**src/hw/rtl/sfd_pkg.sv**
```systemverilog
// ----------------------------------------------------------------------------
// sfd_pkg
// shared types and constants of the serial frame decoder
// ----------------------------------------------------------------------------
package sfd_pkg;

  // frame layout
  localparam int FRAME_BYTES  = 25;
  localparam int NUM_CHANNELS = 16;
  localparam int CHANNEL_BITS = 11;
  // bytes 1 to 23 are kept: channel data and the flag byte
  localparam int RX_BITS      = (FRAME_BYTES - 2) * 8;
  localparam int DATA_BITS    = NUM_CHANNELS * CHANNEL_BITS;

  typedef logic [7:0]              byte_t;
  typedef logic [4:0]              chan_num_t;
  typedef logic [CHANNEL_BITS-1:0] chan_val_t;
  typedef logic [4:0]              pos_t;

  localparam byte_t     HEADER_BYTE  = 8'h0F;
  localparam byte_t     GAP_BYTE     = 8'h00;
  localparam byte_t     PREV_RESET   = 8'hAA;
  localparam byte_t     MASK_RESET   = 8'h08;
  localparam pos_t      FIRST_POS    = 5'd1;
  localparam pos_t      LAST_POS     = 5'(FRAME_BYTES - 1);
  localparam chan_num_t FLAG_CHANNEL = 5'(NUM_CHANNELS);

  // configuration port
  localparam int ADDR_W = 3;
  typedef logic [ADDR_W-3:0] reg_idx_t;
  localparam reg_idx_t REG_DISCONNECT_MASK = '0;

endpackage

```
**src/hw/rtl/sfd_ifs.sv**
```systemverilog
// ----------------------------------------------------------------------------
// sfd channel interfaces
// valid/ready channels for received bytes and for decoded results
// ----------------------------------------------------------------------------
interface sfd_rx_if;
  import sfd_pkg::*;

  logic  valid;
  logic  ready;
  byte_t rx_byte;

  modport source (output valid, output rx_byte, input ready);
  modport sink   (input valid, input rx_byte, output ready);
endinterface

interface sfd_res_if;
  import sfd_pkg::*;

  logic      valid;
  logic      ready;
  chan_num_t channel_number;
  chan_val_t channel_value;
  logic      link_ok;
  logic      last;

  modport source (output valid, output channel_number, output channel_value,
                  output link_ok, output last, input ready);
  modport sink   (input valid, input channel_number, input channel_value,
                  input link_ok, input last, output ready);
endinterface

```
**src/hw/rtl/sbus_frame_decoder.sv**
```systemverilog
// ----------------------------------------------------------------------------
// sbus_frame_decoder
// 25-byte serial frame decoder: header hunt, byte collection, unpacking of
// sixteen 11-bit channels and the flag byte into 17 result transactions
// ----------------------------------------------------------------------------
// the first result is valid the cycle after the footer byte is accepted
// bytes are taken one per cycle, save the footer wait below; results leave
//   one per cycle from an unload shift register while the sink is ready
// the footer byte waits only while the previous frame's results are unsent
// reset (rst, synchronous): hunting, previous byte 0xAA, mask 0x08, no results
// ----------------------------------------------------------------------------
module sbus_frame_decoder (
  input  logic                         clk,
  input  logic                         rst,
  sfd_rx_if.sink                       rx,
  sfd_res_if.source                    res,
  input  logic                         psel,
  input  logic                         penable,
  input  logic                         pwrite,
  input  logic [sfd_pkg::ADDR_W-1:0]   paddr,
  input  logic [31:0]                  pwdata,
  output logic [31:0]                  prdata,
  output logic                         pready
);
  import sfd_pkg::*;

  // receive side state
  byte_t                previous_byte;
  logic                 in_frame;
  pos_t                 byte_position;
  logic                 just_finished;
  // bytes 1..23 of the current frame, newest byte enters at the top
  logic [RX_BITS-1:0]   rx_data;

  // result side state
  logic                 emit_busy;
  chan_num_t            emit_cnt;
  logic [DATA_BITS-1:0] emit_bits;
  byte_t                flags;
  logic                 ok;

  byte_t                disconnect_mask;

  logic     rx_acc;
  logic     res_acc;
  logic     at_footer;
  logic     hdr_ok;
  logic     frame_done;
  logic     cfg_wr;
  reg_idx_t reg_idx;
  byte_t    new_flags;

  // --------------------------------------------------------------------------
  // configuration port
  // --------------------------------------------------------------------------
  assign pready  = 1'b1;
  assign reg_idx = paddr[ADDR_W-1:2];
  assign cfg_wr  = psel && penable && pwrite && pready;

  always_comb begin
    prdata = '0;
    if (reg_idx == REG_DISCONNECT_MASK) begin
      prdata = {24'd0, disconnect_mask};
    end
  end

  // --------------------------------------------------------------------------
  // handshakes
  // --------------------------------------------------------------------------
  assign rx_acc     = rx.valid && rx.ready;
  assign res_acc    = res.valid && res.ready;
  assign at_footer  = in_frame && (byte_position == LAST_POS);
  // the footer byte loads the unload register, so it waits for it to drain
  assign rx.ready   = !(at_footer && emit_busy);
  assign frame_done = rx_acc && at_footer;

  // a header counts after a gap byte, or straight after the previous frame
  assign hdr_ok = (rx.rx_byte == HEADER_BYTE) &&
                  ((previous_byte == GAP_BYTE) || just_finished);

  assign new_flags = rx_data[RX_BITS-1 -: 8];

  // --------------------------------------------------------------------------
  // control state
  // --------------------------------------------------------------------------
  always_ff @(posedge clk) begin
    if (rst) begin
      previous_byte   <= PREV_RESET;
      in_frame        <= 1'b0;
      byte_position   <= '0;
      just_finished   <= 1'b0;
      disconnect_mask <= MASK_RESET;
      emit_busy       <= 1'b0;
      emit_cnt        <= '0;
    end else begin
      if (cfg_wr && (reg_idx == REG_DISCONNECT_MASK)) begin
        disconnect_mask <= pwdata[7:0];
      end

      if (rx_acc) begin
        if (!in_frame) begin
          // hunting: a rejected header is just another byte
          if (hdr_ok) begin
            in_frame      <= 1'b1;
            byte_position <= FIRST_POS;
          end else begin
            previous_byte <= rx.rx_byte;
          end
          just_finished <= 1'b0;
        end else if (at_footer) begin
          // footer is taken but not checked
          in_frame      <= 1'b0;
          byte_position <= '0;
          just_finished <= 1'b1;
        end else begin
          byte_position <= byte_position + 5'd1;
        end
      end

      if (frame_done) begin
        emit_busy <= 1'b1;
        emit_cnt  <= '0;
      end else if (res_acc) begin
        if (emit_cnt == FLAG_CHANNEL) begin
          emit_busy <= 1'b0;
        end else begin
          emit_cnt <= emit_cnt + 5'd1;
        end
      end
    end
  end

  // --------------------------------------------------------------------------
  // payload registers
  // --------------------------------------------------------------------------
  always_ff @(posedge clk) begin
    if (rx_acc && in_frame && !at_footer) begin
      rx_data <= {rx.rx_byte, rx_data[RX_BITS-1:8]};
    end

    if (frame_done) begin
      // channel bits run little-endian from byte 1 bit 0
      emit_bits <= rx_data[DATA_BITS-1:0];
      flags     <= new_flags;
      ok        <= ((new_flags & disconnect_mask) == '0);
    end else if (res_acc) begin
      emit_bits <= emit_bits >> CHANNEL_BITS;
    end
  end

  // --------------------------------------------------------------------------
  // result channel
  // --------------------------------------------------------------------------
  assign res.valid          = emit_busy;
  assign res.channel_number = emit_cnt;
  assign res.channel_value  = (emit_cnt == FLAG_CHANNEL) ?
                              {3'd0, flags} : emit_bits[CHANNEL_BITS-1:0];
  assign res.link_ok        = ok;
  assign res.last           = (emit_cnt == FLAG_CHANNEL);

  // --------------------------------------------------------------------------
  // assertions
  // --------------------------------------------------------------------------
  // a frame never ends while the previous one is still unloading
  a_no_overrun: assert property (@(posedge clk) disable iff (rst)
    frame_done |-> !emit_busy)
    else $error("frame ended while results still pending");

  // a finished frame starts its results with channel 0
  a_unload_start: assert property (@(posedge clk) disable iff (rst)
    frame_done |=> (res.valid && (res.channel_number == '0)))
    else $error("results did not start at channel 0");

  // position tracks the framing state
  a_position: assert property (@(posedge clk) disable iff (rst)
    (in_frame && (byte_position >= FIRST_POS) && (byte_position <= LAST_POS)) ||
    (!in_frame && (byte_position == '0)))
    else $error("byte position out of step with framing");

  // the unload counter stays within the 17 results
  a_emit_range: assert property (@(posedge clk) disable iff (rst)
    emit_busy |-> (emit_cnt <= FLAG_CHANNEL))
    else $error("result counter past flag result");

endmodule
```
**src/flat_wrapper.sv**
```systemverilog
// flat-port wrapper written by rule: the top's interface ports become plain ports
module sbus_frame_decoder_flat import sfd_pkg::*;
  (clk, rst, psel, penable, pwrite, paddr, pwdata, prdata, pready, rx_valid, rx_rx_byte, rx_ready, res_valid, res_channel_number, res_channel_value, res_link_ok, res_last, res_ready);
  sfd_rx_if rx_i ();
  sfd_res_if res_i ();
  input  logic clk;
  input  logic rst;
  input  logic psel;
  input  logic penable;
  input  logic pwrite;
  input  logic [sfd_pkg::ADDR_W-1:0] paddr;
  input  logic [31:0] pwdata;
  output logic [31:0] prdata;
  output logic pready;
  input wire logic [$bits(rx_i.valid)-1:0] rx_valid;
  input wire logic [$bits(rx_i.rx_byte)-1:0] rx_rx_byte;
  output wire logic [$bits(rx_i.ready)-1:0] rx_ready;
  output wire logic [$bits(res_i.valid)-1:0] res_valid;
  output wire logic [$bits(res_i.channel_number)-1:0] res_channel_number;
  output wire logic [$bits(res_i.channel_value)-1:0] res_channel_value;
  output wire logic [$bits(res_i.link_ok)-1:0] res_link_ok;
  output wire logic [$bits(res_i.last)-1:0] res_last;
  input wire logic [$bits(res_i.ready)-1:0] res_ready;
  assign rx_i.valid = rx_valid;
  assign rx_i.rx_byte = rx_rx_byte;
  assign rx_ready = rx_i.ready;
  assign res_valid = res_i.valid;
  assign res_channel_number = res_i.channel_number;
  assign res_channel_value = res_i.channel_value;
  assign res_link_ok = res_i.link_ok;
  assign res_last = res_i.last;
  assign res_i.ready = res_ready;
  sbus_frame_decoder u_core (.clk(clk), .rst(rst), .rx(rx_i), .res(res_i), .psel(psel), .penable(penable), .pwrite(pwrite), .paddr(paddr), .pwdata(pwdata), .prdata(prdata), .pready(pready));
endmodule
```
**config.mk**
```make
export PLATFORM = sky130hd
export DESIGN_NAME = sbus_frame_decoder_flat
export DESIGN_NICKNAME = d
export VERILOG_FILES = /design/src/hw/rtl/sfd_pkg.sv /design/src/hw/rtl/sfd_ifs.sv /design/src/hw/rtl/sbus_frame_decoder.sv /design/src/flat_wrapper.sv
export SDC_FILE = /design/constraint.sdc
export NUM_CORES = 1
export LEC_CHECK = 0
export ABC_AREA = 0
export BUFFER_PORTS_ARGS = -buffer_cell sky130_fd_sc_hd__buf_2
export CAP_MARGIN = 20
export CORE_MARGIN = 5
export CORE_UTILIZATION = 50
export DETAILED_ROUTE_END_ITERATION = 8
export PLACE_DENSITY = 0.68
export SYNTH_ARGS = -nofsm -noshare
export SYNTH_HDL_FRONTEND = slang
export SYNTH_SLANG_ARGS = --single-unit
```
**constraint.sdc**
```tcl
create_clock -name clk -period 12.6 [get_ports clk]
set_input_delay 2.52 -clock clk [delete_from_list [all_inputs] [get_ports clk]]
set_output_delay 2.52 -clock clk [all_outputs]
set_load 0.01 [all_outputs]
```
## After elaboration in Yosys (flattened, before gate mapping)

Index checks and enable logic that the tools add are counted.

- Flip-flop bits (word level): 398
- Bits of input ports: 50
- Output and inout bits: 53
- Word-level logic and storage cells: 62

- Add/sub/neg operators: 2
- Equal/unequal tests: 4
- Multiplexer cells: 15
- Bitwise gates (word level): 5
- Reduce and logical (&&, ||, !) cells: 25

Operators by type and width:

| operator | number |
|---|---|
| $mux W176 | 2 |
| $logic_not A8 Y1 | 2 |
| $mux W5 | 3 |
| $logic_and A1 B1 Y1 | 11 |
| $mux W11 | 1 |
| $add A5 B1 Y5 const B | 2 |
| $eq A5 B5 Y1 const B | 2 |
| $and A8 B8 Y8 | 1 |
| $eq A8 B4 Y1 const B | 1 |
| $mux W1 | 8 |
| $mux W8 | 1 |
| $reduce_and A2 Y1 | 4 |
| $reduce_bool A2 Y1 | 3 |
| $not A1 Y1 | 4 |
| $reduce_and A3 Y1 | 1 |
| $logic_not A1 Y1 | 2 |
| $ne A2 B2 Y1 const B | 1 |
| $reduce_or A2 Y1 | 1 |
| $logic_or A1 B1 Y1 | 1 |

## Longest topological paths before layout

Gate-level depths: netlist (run 1).

- Depth after elaboration: 8
- Gate-level depth with buffers: 8
- Mapped depth without buffers: 6

## Worst setup path before layout (run 1)

OpenSTA, ideal clock, no wires.

- Path kind: input-to-reg
- From: in rx_valid
- To: reg u_core.rx_data[0], enable pin
- Library setup time: 0.732 ns
- Arrival: 10.516 ns
- Required time: 11.868 ns
- Setup slack: 1.352 ns
- Stages: 3
- Path buffers: 1
- Path through: buf_2 > nand2_1 > nor2_1

- Word-level cells in the longest chain between the ends: 3

Ends and longest elaborated chain:

| item | RTL line | source |
|---|---|---|
| from (decl) | flat_wrapper.sv:15 | `input wire logic [$bits(rx_i.valid)-1:0] rx_valid;` |
| $logic_and A1 B1 Y1 | sbus_frame_decoder.sv:70 | `assign rx_acc = rx.valid && rx.ready;` |
| $logic_and A1 B1 Y1 (2 in series) | sbus_frame_decoder.sv:137 | `if (rx_acc && in_frame && !at_footer) begin` |
| to (signal assigned) | sbus_frame_decoder.sv:138 | `rx_data <= {rx.rx_byte, rx_data[RX_BITS-1:8]};` |
| to (decl) | sbus_frame_decoder.sv:33 | `logic [RX_BITS-1:0] rx_data;` |

Every way passes these cells.
A chain may end at the register's enable or synchronous reset.

## Worst setup path in the final report (run 1)

- From: in paddr[2] (netlist name)
- To: out prdata[2]

- Word-level cells in the longest chain between the ends: 1

Ends and longest elaborated chain:

| item | RTL line | source |
|---|---|---|
| from (decl) | flat_wrapper.sv:11 | `input logic [sfd_pkg::ADDR_W-1:0] paddr;` |
| $mux W8 | sbus_frame_decoder.sv:62 | `if (reg_idx == REG_DISCONNECT_MASK) begin` |
| to (decl) | flat_wrapper.sv:13 | `output logic [31:0] prdata;` |

Every way passes these cells.

==> results.sh, run 1 <==
export IMPL_netlist_area_leader_share_pct=73.8
export IMPL_grt_pass1_vias=6753
export IMPL_pwr_share_clk_pct=44.5
export IMPL_final_util_pct=56.8
export IMPL_yosys_top_cells_count="edfxtp_1 (369), mux2_1 (130), mux2_2 (43)"
export IMPL_synth_edff_count=369
export IMPL_rr_endpoint="u_core.emit_bits[86]"
export IMPL_layout_min_cycle_time_ps=5470
export IMPL_status="finished, final reports clean"
export IMPL_viasPerCell=5.16
export IMPL_detailed_place_hpwl_um=12800
export IMPL_remaining_drc_errors=0
export IMPL_grt_use_total_pct=13.2
export IMPL_ys_ff_latch=398
export IMPL_setup_violations=0
export IMPL_start_util_pct=50.7
export IMPL_drtPass1Iterations=6
export IMPL_cts_tree="done"
export IMPL_start_kind="primary input"
export IMPL_clockRootBuffer="clkbuf_16"
export IMPL_hp_start="u_core.rx_data[148]"
export IMPL_top_level_ports=103
export IMPL_synth_area_leaders="edfxtp_1 (74%), mux2_1 (9.7%), dfxtp_1 (3.9%)"
export IMPL_slowest_delay_ps=150
export IMPL_yosysSeqAreaShare_pct=77.6
export IMPL_worst_pin_slew_ps=1060
export IMPL_ys_warn_count=0
export IMPL_routed_wl_um=22400
export IMPL_diodes=0
export IMPL_period_share_pct=43.4
export IMPL_crit_chain="buf_2 -> nor2b_1 -> buf_2"
export IMPL_p_int_mw=2.12
export IMPL_antenna_found_initial=0
export IMPL_worstPathArrival_ps=2950
export IMPL_postSynthAreaPerCell_um2=19.1
export IMPL_crit_slowest_cell="buf_2"
export IMPL_min_path_type="flip-flop to flip-flop"
export IMPL_syn_inst=787
export IMPL_wl_per_cell_um=17.6
export IMPL_rsz0062_at_grt="no"
export IMPL_die_area_um2=33600
export IMPL_overflow=0
export IMPL_drtIter0Drc=482
export IMPL_synthFlopType="edfxtp_1"
export IMPL_clk_latency_ps=520
export IMPL_netlist_area_um2=15000
export IMPL_grt_pass1_wl_um=35800
export IMPL_drv_cap=0
export IMPL_clk_path_buf_depth=3
export IMPL_cp_max_fo=10
export IMPL_antenna_left=0
export IMPL_pwr_share_seq_pct=54.8
export IMPL_finalHoldViolCount=0
export IMPL_cpMostUsedCell="buf_2"
export IMPL_required_ps=10080
export IMPL_die_width_um=183
export IMPL_final_setup_tns_ps=0
export IMPL_cp_end_kind="primary output"
export IMPL_worstHoldPathCells=0
export IMPL_cts_hold_buf=0
export IMPL_ff2ff_path_depth=7
export IMPL_final_layout_size_suffix_gt1_share_pct=18.3
export IMPL_timing_hold_ws_ps=440
export IMPL_row_count=63
export IMPL_clock_sinks=398
export IMPL_yosys_area_top_type="edfxtp_1"
export IMPL_synthToLayoutAreaGrowth_pct=12.1
export IMPL_leakagePower_nw=4.48
export IMPL_path_class="primary input to primary output"
export IMPL_slew_headroom_pct=29.2
export IMPL_cellPowerDensity_nw_per_um2=154
export IMPL_die_height_um=183
export IMPL_fin_worst_skew_ps=22.9
export IMPL_cts_repair_resized=0
export IMPL_min_to="u_core.rx_data[140]"
export IMPL_numPortBuffers=51
export IMPL_cts_buffers=40
export IMPL_htreeDepth=2
export IMPL_vias=6585
export IMPL_grt_max_degree=193
export IMPL_power_switching_uw=482
export IMPL_cts_clk_slew_worst_paths_ps=60
export IMPL_gp_congestion=0.792
export IMPL_async_reset_ff_share_pct=0
export IMPL_r2r_slack_ps=8930
export IMPL_yosysUniqueCellTypes=47
export IMPL_design_core_area_um2=29600
export IMPL_yosysMostFrequentCell="edfxtp_1"
export IMPL_slew_violations=0
export IMPL_peakVddDrop_mv=0.112
export IMPL_fmax_ghz=0.183
export IMPL_nets=907
export IMPL_r2r_start="u_core.byte_position[0]"
export IMPL_switching_share_pct=18.5
export IMPL_power_frac_comb_pct=0.7
export IMPL_cts_setup_buffers=0
==> layout make-up <==
cell class                 count  area, µm²
fill                        2287      12800
clock buffer                  53       1120
clock inverter                21        184
sequential                   398      11700
multi-input combinational    351       3030
inverter                       5       18.8
tap                          390        488
timing repair buffer          57        333
==> power by group through the flow <==
stage	Combinational (mW)	Sequential [mW]	Clock, mW
finish	0.0175	1.43	1.16
global placement	0.0168	1.45	0
floorplan	0.0164	1.45	0
detailed placement	0.0171	1.45	0
global route	0.0196	1.42	1.25
CTS	0.0173	1.42	1.19
==> stage by stage <==
| stage | instance area, µm² | cells | setup slack [ps] | total power, mW |
|---|---|---|---|---|
| 2_1_floorplan | 15100 | 810 | 1350 | 1.47 |
| 3_3_place_gp | 15500 | 1200 | 6720 | 1.47 |
| 3_5_place_dp | 15500 | 1201 | 6740 | 1.47 |
| 4_1_cts | 16800 | 1275 | 7140 | 2.63 |
| 5_1_grt | 16800 | 1275 | 7060 | 2.69 |
| 6_report | 16800 | 1275 | 7130 | 2.60 |
==> critical path: cells and delay by family <==
kind	cells	cell delay, ps
simple gates	1	130
buf+inv	2	290
==> layer usage <==
metal,track usage (%),up-vias,part of all wire [%]
li1,-,3122,-
met1,18.1,3330,43
met2,22.0,99,51
met3,2.60,34,4.2
met4,3.04,0,1.5
met5,0,-,0
==> sequential cells by signal, indices dropped and copies added (netlist names) <==
signal / count
u_core.flags: 8
u_core.byte_position: 5
u_core.in_frame: 1
u_core.previous_byte: 8
u_core.just_finished: 1
u_core.rx_data: 184
u_core.emit_bits: 176
u_core.disconnect_mask: 8
u_core.res.channel_number: 5
u_core.res.valid: 1
u_core.res.link_ok: 1
==> worst max-delay path by stage <==
| stage | start | end | cells past startpoint |
|---|---|---|---|
| 2_1_floorplan | rx_valid | u_core.rx_data[0] | 3 |
| 5_1_grt | paddr[2] | prdata[2] | 3 |
| 3_5_place_dp | rx_valid | u_core.emit_bits[130] | 6 |
| 6_report | paddr[2] | prdata[2] | 3 |
| 4_1_cts | paddr[2] | prdata[2] | 3 |
| 3_3_place_gp | rx_valid | u_core.emit_bits[160] | 6 |
==> cells by family after synthesis <==
group | count (synthesis) | synth area share [%]
flops | 398 | 77.6
simple gates | 106 | 3.92
other cells | 2 | 0.0500
fa+ha+maj | 4 | 0.333
xor+xnor | 4 | 0.233
compound gates | 31 | 1.36
mux | 181 | 13.5
buf+inv | 61 | 2.95
==> placed cells by master (no fill, tap or decap), types with 3 or more instances in the layout <==
master / count
buf_2: 51
nor2b_1: 14
nand2_1: 31
a21oi_1: 11
clkinv_1: 11
dfxtp_1: 29
a31oi_1: 3
clkinv_2: 5
ha_1: 4
clkbuf_16: 42
conb_1: 25
mux2_1: 130
clkbuf_8: 3
mux2_2: 43
o21ai_0: 3
nand3_1: 6
inv_1: 5
edfxtp_1: 369
and2_1: 12
buf_4: 4
mux2i_1: 8
bufinv_16: 3
nor3_1: 10
nor2_1: 11
a22oi_1: 4
clkbuf_1: 8
No activity file was read; power rests on OpenSTA's default activity.
==> run 2, diff against run 1 <==
==> constraint.sdc (replaced) <==
create_clock -name clk -period 5.1 [get_ports clk]
set_input_delay 1.02 -clock clk [delete_from_list [all_inputs] [get_ports clk]]
set_output_delay 1.02 -clock clk [all_outputs]
set_load 0.01 [all_outputs]
==> results.sh, run 2 (synthesis gave the netlist of run 1 again) <==
export IMPL_status="finished, final reports clean"
export IMPL_row_count=63
export IMPL_final_layout_size_suffix_gt1_share_pct=19.1
export IMPL_path_buf_inv=2
export IMPL_slowest_delay_ps=890
export IMPL_pwr_share_clk_pct=43.8
export IMPL_required_ps=4080
export IMPL_grt_max_degree=103
export IMPL_worst_pin_slew_ps=1000
export IMPL_grt_pass1_wl_um=35800
export IMPL_period_share_pct=70.2
export IMPL_leakagePower_nw=4.48
export IMPL_die_height_um=183
export IMPL_final_util_pct=56.9
export IMPL_cts_buffers=38
export IMPL_cp_max_fo=15
export IMPL_power_switching_mw=1.16
export IMPL_min_path_type="flip-flop to flip-flop"
export IMPL_antenna_found_initial=1
export IMPL_power_frac_comb_pct=0.7
export IMPL_fillers=2246
export IMPL_worstHoldPathCells=0
export IMPL_cts_hold_buf=0
export IMPL_overflow=0
export IMPL_path_class="flip-flop to primary output"
export IMPL_design_core_area_um2=29600
export IMPL_start_util_pct=50.7
export IMPL_largest_register="u_core.rx_data"
export IMPL_largest_register_ffs=184
export IMPL_drv_cap=0
export IMPL_switching_share_pct=18.3
export IMPL_clock_sinks=398
export IMPL_slew_headroom_pct=33.1
export IMPL_peakVddDrop_mv=0.350
export IMPL_antenna_left=0
export IMPL_viasPerCell=5.13
export IMPL_cts_repair_resized=0
export IMPL_rsz0062_at_grt="no"
export IMPL_timing_final_ws_setup_ps=1520
export IMPL_setup_violations=0
export IMPL_clk_latency_ps=510
export IMPL_final_setup_tns_ps=0
export IMPL_finalHoldViolCount=0
export IMPL_crit_slowest_cell="nor4bb_4"
export IMPL_gp_congestion=0.789
export IMPL_worstPathArrival_ps=2560
export IMPL_cp_endpoint="res_channel_value[1]"
export IMPL_diodes=0
export IMPL_cts_clk_slew_worst_paths_ps=60
export IMPL_drtIter0Drc=483
export IMPL_start_kind="flip-flop"
export IMPL_wl_per_cell_um=17.5
export IMPL_cp_end_kind="primary output"
export IMPL_critPathTopFamily="simple AND/OR/NAND/NOR gates"
export IMPL_remaining_drc_errors=0
export IMPL_cts_tree="done"
export IMPL_pwr_share_seq_pct=55.6
export IMPL_fin_worst_skew_ps=10.4
export IMPL_vias=6537
export IMPL_cp_startpoint="u_core.res.channel_number[0]"
export IMPL_nets=910
export IMPL_postPlaceCellArea_um2=15600
export IMPL_ff2ff_path_depth=5
export IMPL_reg_largest_list="u_core.rx_data: 184 flops, u_core.emit_bits: 176 flops"
export IMPL_clockRootBuffer="clkbuf_16"
export IMPL_layout_min_cycle_time_ps=3580
export IMPL_rr_endpoint="u_core.emit_bits[160]"
export IMPL_mostFrequentLayoutCell="edfxtp_1"
export IMPL_drtPass1Iterations=5
export IMPL_cellPowerDensity_nw_per_um2=376
export IMPL_final_cell_mix="edfxtp_1 (369), mux2_1 (130), buf_2 (51)"
export IMPL_numPortBuffers=51
export IMPL_die_area_um2=33600
export IMPL_grt_pass1_vias=6777
export IMPL_htreeDepth=2
export IMPL_cp_depth=5
export IMPL_clk_path_buf_depth=3
export IMPL_detailed_place_hpwl_um=13200
export IMPL_pre_cts_ws_ps=1700
export IMPL_r2r_slack_ps=2420
export IMPL_slew_violations=0
export IMPL_crit_chain="inv_1 -> ha_1 -> nor4bb_4 -> mux2_2 -> buf_2"
export IMPL_power_mw=6.34
export IMPL_routed_wl_um=22300
export IMPL_grt_use_total_pct=13.3
export IMPL_synthToLayoutAreaGrowth_pct=12.2
export IMPL_p_int_mw=5.17
export IMPL_die_width_um=183
export IMPL_stdcell_area_um2=16900
export IMPL_r2r_start="u_core.in_frame"
export IMPL_cts_setup_buffers=0
export IMPL_fmax_ghz=0.279
export IMPL_top_level_ports=103
[run 2: power by group through the flow]
stage	combinational, mW	clock (mW)	sequential [mW]
floorplan	0.0404	0	3.59
global placement	0.0415	0	3.59
detailed placement	0.0423	0	3.59
CTS	0.0428	2.84	3.52
global route	0.0480	2.99	3.52
finish	0.0433	2.77	3.52
[run 2: how the worst min path moves through the flow]
stage                             start                  end  slack, ps
detailed placement   u_core.rx_data[45]   u_core.rx_data[37]        430
CTS                  u_core.rx_data[28]   u_core.rx_data[20]        430
floorplan           u_core.rx_data[165]  u_core.rx_data[157]        420
global route         u_core.rx_data[45]   u_core.rx_data[37]        450
global placement     u_core.rx_data[34]   u_core.rx_data[26]        420
finish               u_core.rx_data[28]   u_core.rx_data[20]        440
[run 2: per-layer routing]
metal | share of wire (%) | track usage, % | vias up
met5 | 0 | 0 | -
met4 | 2.0 | 4.23 | 0
met1 | 43 | 18.1 | 3268
met3 | 4.2 | 2.56 | 37
li1 | - | - | 3128
met2 | 51 | 21.9 | 104
[run 2: worst register-to-register path, cell delays in order (launching register included)]
cell	delay (ps)
dfxtp_1	510
nand2_1	250
nor3_4	260
buf_12	420
buf_12	530
mux2_1	450
[run 2: metrics by stage]
| step | instances | hold WS (ps) |
|---|---|---|
| after floorplan | 810 | 417 |
| after detailed placement | 1206 | 430 |
| after CTS | 1275 | 435 |
| after global routing | 1275 | 448 |
| final | 1275 | 438 |
| after global placement | 1205 | 422 |
[run 2: layout make-up]
cell class,instances,area (µm²),share of cell area [%]
multi-input cells,351,3030,18.0
repair buffers,62,413,2.45
clock inverters,18,199,1.18
well taps,390,488,2.90
flip-flops and latches,398,11700,69.2
clock buffers,51,1040,6.18
inverters,5,18.8,0.111
==> run 3, diff against run 2 <==
==> constraint.sdc (replaced) <==
create_clock -name clk -period 3.4 [get_ports clk]
set_input_delay 0.68 -clock clk [delete_from_list [all_inputs] [get_ports clk]]
set_output_delay 0.68 -clock clk [all_outputs]
set_load 0.01 [all_outputs]
==> results.sh, run 3 (synthesis gave the netlist of run 1 again) <==
export IMPL_status="finished, final reports clean"
export IMPL_numPortBuffers=51
export IMPL_worst_pin_slew_ps=594
export IMPL_path_buf_inv=3
export IMPL_grt_busiest_layer="met2"
export IMPL_clock_sinks=398
export IMPL_final_layout_size_suffix_gt1_share_pct=20.0
export IMPL_cts_setup_buffers=0
export IMPL_die_width_um=183
export IMPL_slew_violations=0
export IMPL_largest_register_ffs=184
export IMPL_synthToLayoutAreaGrowth_pct=13.2
export IMPL_nets=913
export IMPL_leakagePower_nw=4.53
export IMPL_clockRootBuffer="clkbuf_16"
export IMPL_fin_worst_skew_ps=14.6
export IMPL_drtPass1Iterations=4
export IMPL_pre_cts_ws_ps=735
export IMPL_r2r_slack_ps=1100
export IMPL_hp_start="rx_rx_byte[5]"
export IMPL_slew_headroom_pct=60.3
export IMPL_drtIter0Drc=385
export IMPL_antenna_left=0
export IMPL_critPathTopFamily="simple AND/OR/NAND/NOR gates"
export IMPL_design_core_area_um2=29600
export IMPL_rr_endpoint="u_core.emit_bits[80]"
export IMPL_overflow=0
export IMPL_row_count=63
export IMPL_met2_usage_pct=22.0
export IMPL_grt_pass1_wl_um=35800
export IMPL_crit_slowest_cell="nor4bb_4"
export IMPL_rsz0062_at_grt="no"
export IMPL_path_class="flip-flop to primary output"
export IMPL_min_path_type="primary input to flip-flop"
export IMPL_wl_per_cell_um=17.3
export IMPL_timing_hold_ws_ps=379
export IMPL_die_area_um2=33600
export IMPL_cts_hold_buf=0
export IMPL_detailed_place_hpwl_um=13300
export IMPL_drv_cap=0
export IMPL_grt_max_degree=75
export IMPL_cts_repair_resized=0
export IMPL_ff2ff_path_depth=5
export IMPL_top_level_ports=103
export IMPL_worstPathArrival_ps=2440
export IMPL_reg_largest_list="u_core.rx_data: 184 flops, u_core.emit_bits: 176 flops"
export IMPL_antenna_found_initial=0
export IMPL_routed_wl_um=22100
export IMPL_cp_max_fo=9
export IMPL_cts_clk_slew_worst_paths_ps=60
export IMPL_worstHoldPathCells=1
export IMPL_vias=6644
export IMPL_cellPowerDensity_nw_per_um2=570
export IMPL_required_ps=2720
export IMPL_mostFrequentLayoutCell="edfxtp_1"
export IMPL_setup_violations=0
export IMPL_period_share_pct=91.9
export IMPL_cts_buffers=38
export IMPL_gp_congestion=0.782
export IMPL_diodes=0
export IMPL_cp_startpoint="u_core.res.channel_number[0]"
export IMPL_cp_end_kind="primary output"
export IMPL_met1_usage_pct=17.9
export IMPL_grt_use_total_pct=13.2
export IMPL_layout_min_cycle_time_ps=3120
export IMPL_grt_pass1_vias=6857
export IMPL_finalHoldViolCount=0
export IMPL_final_cell_mix="edfxtp_1 (369), mux2_1 (130), buf_2 (51)"
export IMPL_met3_usage_pct=2.48
export IMPL_crit_chain="inv_1 -> ha_1 -> nor4bb_4 -> buf_4 -> mux2_2 -> buf_2"
export IMPL_start_util_pct=50.7
export IMPL_r2r_start="u_core.in_frame"
export IMPL_start_kind="flip-flop"
export IMPL_cts_tree="done"
export IMPL_clk_path_buf_depth=3
export IMPL_remaining_drc_errors=0
export IMPL_peakVddDrop_mv=0.370
export IMPL_timing_final_ws_setup_ps=276
export IMPL_viasPerCell=5.20
export IMPL_fmax_ghz=0.320
export IMPL_largest_register="u_core.rx_data"
export IMPL_slowest_delay_ps=590
export IMPL_die_height_um=183
export IMPL_cp_endpoint="res_channel_value[4]"
export IMPL_cp_depth=6
export IMPL_clk_latency_ps=510
export IMPL_htreeDepth=2
==> run 3: cell types whose count changed in the layout (fill, tap and decap cells not counted), moves of 2 or more <==
cell       delta
bufinv_16     +3
dfxtp_2       +2
inv_1         -2
dfxtp_1       -2
buf_12        +3
clkinv_1      +2
inv_2         +2
clkinv_2      -4
==> run 3: power breakdown <==
part	internal [mW]	total, mW	switching [mW]	leakage, nW
clock	2.66	4.34	1.68	0.628
sequential	5.28	5.28	0.00473	2.96
combinational	0.0219	0.0661	0.0441	0.941
==> run 3: metrics by stage <==
step                      instances  power [mW]  TNS, ps  utilization, %  instance area [µm²]
after CTS                      1277        9.80        0            57.4                17000
after floorplan                 810        5.45  -107370               -                15200
after global placement         1209        5.45        0            53.0                15700
after detailed placement       1209        5.45        0            53.0                15700
final                          1277        9.69        0            57.4                17000
after global routing           1277        10.0        0            57.4                17000
==> run 3: worst reg2reg max path, stage by stage, from the launching register on <==
cell,delay [ps]
dfxtp_1,590
nand2_8,110
nor3_4,310
buf_12,380
buf_12,300
mux2_1,360
==> run 3: how the worst min path moves through the flow <==
| stage | to | slack, ps |
|---|---|---|
| 4_1_cts | u_core.rx_data[181] | 360 |
| 2_1_floorplan | u_core.rx_data[157] | 420 |
| 3_5_place_dp | u_core.rx_data[158] | 430 |
| 6_report | u_core.rx_data[181] | 380 |
| 3_3_place_gp | u_core.rx_data[14] | 420 |
| 5_1_grt | u_core.rx_data[178] | 360 |
==> run 3: area by class of cell <==
class / count / area [µm²]
clock buffers: 49 / 1020
well taps: 390 / 488
inverters: 5 / 18.8
clock inverters: 19 / 278
fillers: 2217 / 12600
flip-flops and latches: 398 / 11700
repair buffers: 65 / 473
multi-input cells: 351 / 3060
==> run 3: routing by layer <==
layer,share of wire [%],routed length [µm],up-vias
met2,51,11200,102
li1,-,-,3126
met5,0,0,-
met4,2.6,564,0
met3,3.8,849,51
met1,43,9430,3365
